[src/design/msie_pkg.sv]
// Shared types, instruction codes and helpers for the MIPS subset executor.
package msie_pkg;

    localparam int DATA_WORDS_DEF = 1024;
    localparam int RF_DEPTH       = 32;
    localparam int RF_AW          = 5;
    localparam int XLEN           = 32;

    localparam logic [5:0] OP_RTYPE = 6'b000000;
    localparam logic [5:0] OP_ADDI  = 6'b001000;
    localparam logic [5:0] OP_BEQ   = 6'b000100;
    localparam logic [5:0] OP_LW    = 6'b100011;
    localparam logic [5:0] OP_SW    = 6'b101011;
    localparam logic [5:0] OP_J     = 6'b000010;

    localparam logic [5:0] FN_ADD = 6'b100000;
    localparam logic [5:0] FN_SUB = 6'b100010;
    localparam logic [5:0] FN_AND = 6'b100100;
    localparam logic [5:0] FN_OR  = 6'b100101;
    localparam logic [5:0] FN_SLT = 6'b101010;

    // Register file read request: two source addresses sampled together.
    typedef struct packed {
        logic             en;
        logic [RF_AW-1:0] ra;
        logic [RF_AW-1:0] rb;
    } rf_rd_t;

    // Register file write port.
    typedef struct packed {
        logic             en;
        logic [RF_AW-1:0] addr;
        logic [XLEN-1:0]  data;
    } rf_wr_t;

    function automatic logic [XLEN-1:0] sext16(input logic [15:0] v);
        return {{(XLEN-16){v[15]}}, v};
    endfunction

endpackage

[src/design/msie_regfile.sv]
// 32 x 32 register file: synchronous two-read memory with valid bits and write bypass.
module msie_regfile (
    input  logic                              clk,
    input  logic                              rst_n,
    input  msie_pkg::rf_rd_t                  rd,
    input  msie_pkg::rf_wr_t                  wr,
    output logic [msie_pkg::XLEN-1:0]         a_data,
    output logic [msie_pkg::XLEN-1:0]         b_data
);
    import msie_pkg::*;

    logic [XLEN-1:0]     mem [RF_DEPTH];
    logic [RF_DEPTH-1:0] vld_reg;
    logic [XLEN-1:0]     qa_reg;
    logic [XLEN-1:0]     qb_reg;
    logic                va_reg;
    logic                vb_reg;
    logic [RF_AW-1:0]    ra_reg;
    logic [RF_AW-1:0]    rb_reg;
    logic                byp_en_reg;
    logic [RF_AW-1:0]    byp_addr_reg;
    logic [XLEN-1:0]     byp_data_reg;

    // Storage and read port; payload needs no reset.
    always_ff @(posedge clk)
    begin
        if (wr.en)
        begin
            mem[wr.addr] <= wr.data;
        end
        if (rd.en)
        begin
            qa_reg       <= mem[rd.ra];
            qb_reg       <= mem[rd.rb];
            ra_reg       <= rd.ra;
            rb_reg       <= rd.rb;
            byp_addr_reg <= wr.addr;
            byp_data_reg <= wr.data;
        end
    end

    // Valid bits: an entry never written reads as zero.
    always_ff @(posedge clk or negedge rst_n)
    begin
        if (!rst_n)
        begin
            vld_reg    <= '0;
            va_reg     <= 1'b0;
            vb_reg     <= 1'b0;
            byp_en_reg <= 1'b0;
        end
        else
        begin
            if (wr.en)
            begin
                vld_reg[wr.addr] <= 1'b1;
            end
            if (rd.en)
            begin
                va_reg     <= vld_reg[rd.ra];
                vb_reg     <= vld_reg[rd.rb];
                byp_en_reg <= wr.en;
            end
        end
    end

    // Forward a write that landed on the same edge as the read.
    always_comb
    begin
        if (byp_en_reg && (byp_addr_reg == ra_reg))
            a_data = byp_data_reg;
        else
            a_data = va_reg ? qa_reg : '0;
        if (byp_en_reg && (byp_addr_reg == rb_reg))
            b_data = byp_data_reg;
        else
            b_data = vb_reg ? qb_reg : '0;
    end

endmodule
[config.mk]
export PLATFORM = sky130hd
export DESIGN_NAME = msie_regfile
export DESIGN_NICKNAME = d
export VERILOG_FILES = /design/src/design/msie_pkg.sv /design/src/design/msie_regfile.sv
export SDC_FILE = /design/constraint.sdc
export NUM_CORES = 1
export LEC_CHECK = 0
export BUFFER_PORTS_ARGS = -buffer_cell sky130_fd_sc_hd__buf_4
export CORE_MARGIN = 1
export CORE_UTILIZATION = 30
export DETAILED_ROUTE_END_ITERATION = 12
export GPL_ROUTABILITY_DRIVEN = 0
export GPL_TIMING_DRIVEN = 0
export PLACE_DENSITY_LB_ADDON = 0.08
export SETUP_SLACK_MARGIN = 0.4
export SLEW_MARGIN = 5
export SYNTH_ARGS = -nofsm -noshare
export SYNTH_HDL_FRONTEND = slang
export SYNTH_SLANG_ARGS = --single-unit
[constraint.sdc]
create_clock -name clk -period 4.5 [get_ports clk]
set_clock_uncertainty 0.2 [all_clocks]
set_input_delay 0.45 -clock clk [delete_from_list [all_inputs] [get_ports clk]]
set_output_delay 0.45 -clock clk [all_outputs]
set_load 0.03 [all_outputs]
==> results.tsv <==
metric	value	unit
clkTransAtPathRegs	0.06	ns
nNetsFinal	2845	
cp.depth	8	
dr_wl_met2	104000	um
post-cts-setup-buffer-count	0	
placement.io_buffers	114	
synthArstFlopShare	2.99	%
n_fill_cell	15900	
fmax	246	MHz
worstSetupStartpointType	flop	
die_h	422	um
max-vdd-ir-drop	438	uV
worstSkewPairLatency	0.79	ns
layout_worst_path_cycle_share	90.3	%
top_layer_used	met5	
synth_cell_type_count	32	
drive_gt1_share	42.6	%
cts_made_buffers	142	
synth-seq-area-share	66.1	%
first_iter_violations	2886	
critical-path-slowest-cell	sky130_fd_sc_hd__edfxtp_1	
cell_class_contributing_the_biggest_share_of_worst_path_delay	buffers and inverters	
maximum_number_of_pins_on_one_net_before_global_route_repair	67	
met3WireLength	10500	um
setup.worst_path.end	b_data[2]	
globalRouteTotalUtil	22.7	%
criticalPathCategory	flop to output pin	
setup-violations-final	0	
min_period	4.06	ns
synth.yosys.warnings	0	
critical_register_to_register_path_startpoint	mem[15][3]	
r2r_slack	2.27	ns
wirelength	202000	um
crit_path_start	rb_reg[3]	
place_inst	4925	
hold_path.class	input port to async pin	
initial_utilization	30.3	%
final_hold_viols	0	
global_route.overflow_total	0	
total_core_area	174000	um2
grt_pass1_wl	272000	um
final_max_slew_viol_count	0	
critPathArrivalTime	3.41	ns
registers.top_by_ff_count	mem	
p_per_area	412	nW/um2
worst-r2r-cell-count	3	
antenna_found_initial	13	
route.detailed.vias_per_inst	5.56	
place.detailed.hpwl	141000	um
p_leak	19.8	nW
post_synth_inst_count	2419	
finalSetupTns	0	ns
run_status	completed	
antenna_violating_nets_post_route	0	
io-pin-count	115	
synth.top_cell.area_share	64.4	%
route.layer.met1.wl	80900	um
via_count_of_the_first_global_routing_pass	31200	
die-width	422	um
most_frequent_cells_after_synthesis	1135 x sky130_fd_sc_hd__edfxtp_1, 640 x sky130_fd_sc_hd__mux4_2, 137 x sky130_fd_sc_hd__nand2_1	
cts_num_sinks	1170	
count_of_flip_flops_with_a_built_in_enable_after_synthesis	1135	
synth_area	52900	um2
post-synth-top-area-cell	sky130_fd_sc_hd__edfxtp_1	
cts_buffer_depth	3	
crit_chain	xor2_1 > nor4_1 > and3_1 > clkbuf_4 > buf_2 > nand2_1 > o21ai_1 > buf_4	
clock_tree_from_tritoncts	done	
unrepaired_setup_endpoints_after_global_routing	yes	
synth_most_common_cell	sky130_fd_sc_hd__edfxtp_1	
fp.dieArea	178000	um2
slew-limit-headroom	5.26	%
worstPathBufferInverterCount	3	
ys_top_cells_by_area	sky130_fd_sc_hd__edfxtp_1 64%, sky130_fd_sc_hd__mux4_2 27%, sky130_fd_sc_hd__dfrtp_1 1.7%, sky130_fd_sc_hd__mux2_2 1.4%, sky130_fd_sc_hd__nand2_1 0.97%	
clock-root-buffer	sky130_fd_sc_hd__clkbuf_16	
stdcell_count	5230	
drv_cap	0	
final_critical_path_setup_slack	0.437	ns
cts.htree.levels	4	
synth.avg_cell_area	21.9	um2
routed-via-count	29100	
crit_path_end_kind	output pin	
standard_cell_row_count	153	
ys_ff_latch	1170	
drcViolationCount	0	
crit_fanout	10	
dominant_synthesized_flop_cell	sky130_fd_sc_hd__edfxtp_1	
dp_slack	-0.355	ns
routed_wire_length_per_instance	38.5	um
cpPeakStageDelay	0.53	ns
slew_of_the_pin_with_the_lowest_slew_margin	1.42	ns
areaGrowthSynthToFinish	19.5	%
largest_reg_flops	1024	
syn_nets	2470	
critical_path_required	3.85	ns
timing.rr.end	qa_reg[3]	
drt_first_pass_iters	7	
layer usage:
layer,global-route usage [%],vias to the layer above
li1,-,11300
met1,28.7,16400
met2,39.6,1095
met3,3.90,273
met4,6.99,2
met5,0,-
how the worst min path moves through the flow:
stage	to	depth (start not counted)	startpoint	slack (ns)
2_1_floorplan	byp_en_reg	0	rst_n	-0.05
3_3_place_gp	vld_reg[19]	1	rst_n	0.24
3_5_place_dp	vld_reg[18]	1	rst_n	0.25
4_1_cts	vld_reg[17]	2	rst_n	0.02
5_1_grt	vld_reg[17]	2	rst_n	0.05
6_report	vld_reg[17]	2	rst_n	0.04
worst register-to-register path, stage by stage (launching register included):
cell and delay [ns]:
sky130_fd_sc_hd__edfxtp_1 0.39, sky130_fd_sc_hd__mux4_2 0.51, sky130_fd_sc_hd__mux4_2 0.52, sky130_fd_sc_hd__mux2_2 0.33
cell usage in the layout (no fill, tap or decap), types with 3 or more instances in the layout:
cell and count:
sky130_fd_sc_hd__edfxtp_1 1135, sky130_fd_sc_hd__mux4_2 640, sky130_fd_sc_hd__clkbuf_16 144, sky130_fd_sc_hd__nand2_1 137, sky130_fd_sc_hd__buf_4 114, sky130_fd_sc_hd__clkbuf_1 102
sky130_fd_sc_hd__mux2_2 65, sky130_fd_sc_hd__buf_12 57, sky130_fd_sc_hd__buf_2 55, sky130_fd_sc_hd__o21ai_0 51, sky130_fd_sc_hd__dlygate4sd3_1 50, sky130_fd_sc_hd__clkinv_1 37
sky130_fd_sc_hd__dfrtp_1 35, sky130_fd_sc_hd__nor2_4 32, sky130_fd_sc_hd__or2_2 32, sky130_fd_sc_hd__mux2i_1 32, sky130_fd_sc_hd__clkbuf_2 19, sky130_fd_sc_hd__buf_6 17
sky130_fd_sc_hd__clkinv_2 15, sky130_fd_sc_hd__buf_1 14, sky130_fd_sc_hd__xor2_1 8, sky130_fd_sc_hd__buf_16 8, sky130_fd_sc_hd__o21ai_1 7, sky130_fd_sc_hd__a21oi_1 7
sky130_fd_sc_hd__diode_2 6, sky130_fd_sc_hd__and3_1 6, sky130_fd_sc_hd__o21ai_2 6, sky130_fd_sc_hd__inv_6 6, sky130_fd_sc_hd__bufinv_16 6, sky130_fd_sc_hd__clkbuf_4 5
sky130_fd_sc_hd__nor2_1 5, sky130_fd_sc_hd__nand3b_1 5, sky130_fd_sc_hd__nand3_1 4, sky130_fd_sc_hd__nor2b_1 4, sky130_fd_sc_hd__a22oi_1 4, sky130_fd_sc_hd__nand2b_1 4
sky130_fd_sc_hd__clkinv_8 4, sky130_fd_sc_hd__or3b_2 3, sky130_fd_sc_hd__a31oi_1 3
cell families after synthesis:
group / share of synthesized area [%]
buffers and inverters: 1.62
and+or+nand+nor: 2.01
DFF: 66.1
muxes: 29.2
xor gates and xnor gates: 0.166
AOI/OAI and AO/OA: 0.861
where the power goes:
group          switching (mW)  internal [mW]  leakage, nW
clock                    4.71           6.24         2.10
combinational            1.60           1.09         6.99
sequential              0.152           12.3         10.7
total                    6.46           19.6         19.8
repair_timing:
item                                    CTS  global route
hold buffers                             50             0
resized for setup                        34             5
setup endpoints to repair                64             4
endpoints found under the hold margin  1154             0
cell type report:
| class | count | area, um2 | area share (%) |
|---|---|---|---|
| Clock buffer | 177 | 3750 | 5.93 |
| Multi-Input combinational cell | 1069 | 17300 | 27.4 |
| Tap cell | 2325 | 2910 | 4.60 |
| Antenna cell | 6 | 15.0 | 0.0238 |
| Sequential cell | 1170 | 35000 | 55.3 |
| Timing Repair Buffer | 231 | 2740 | 4.34 |
| Buffer | 180 | 907 | 1.44 |
| Clock inverter | 72 | 577 | 0.913 |
through the flow:
stage / total power [mW] / instance area, um2 / hold WS (ns) / util [%]
floorplan: 14.0 / 52900 / -0.0456 / -
global placement: 15.2 / 56700 / 0.237 / 32.5
detailed placement: 15.3 / 58300 / 0.254 / 33.4
CTS: 26.3 / 63200 / 0.0178 / 36.2
global route: 26.8 / 63200 / 0.0481 / 36.2
finish: 26.1 / 63200 / 0.0389 / 36.2
Note: power is estimated with default switching activity, not from simulation.
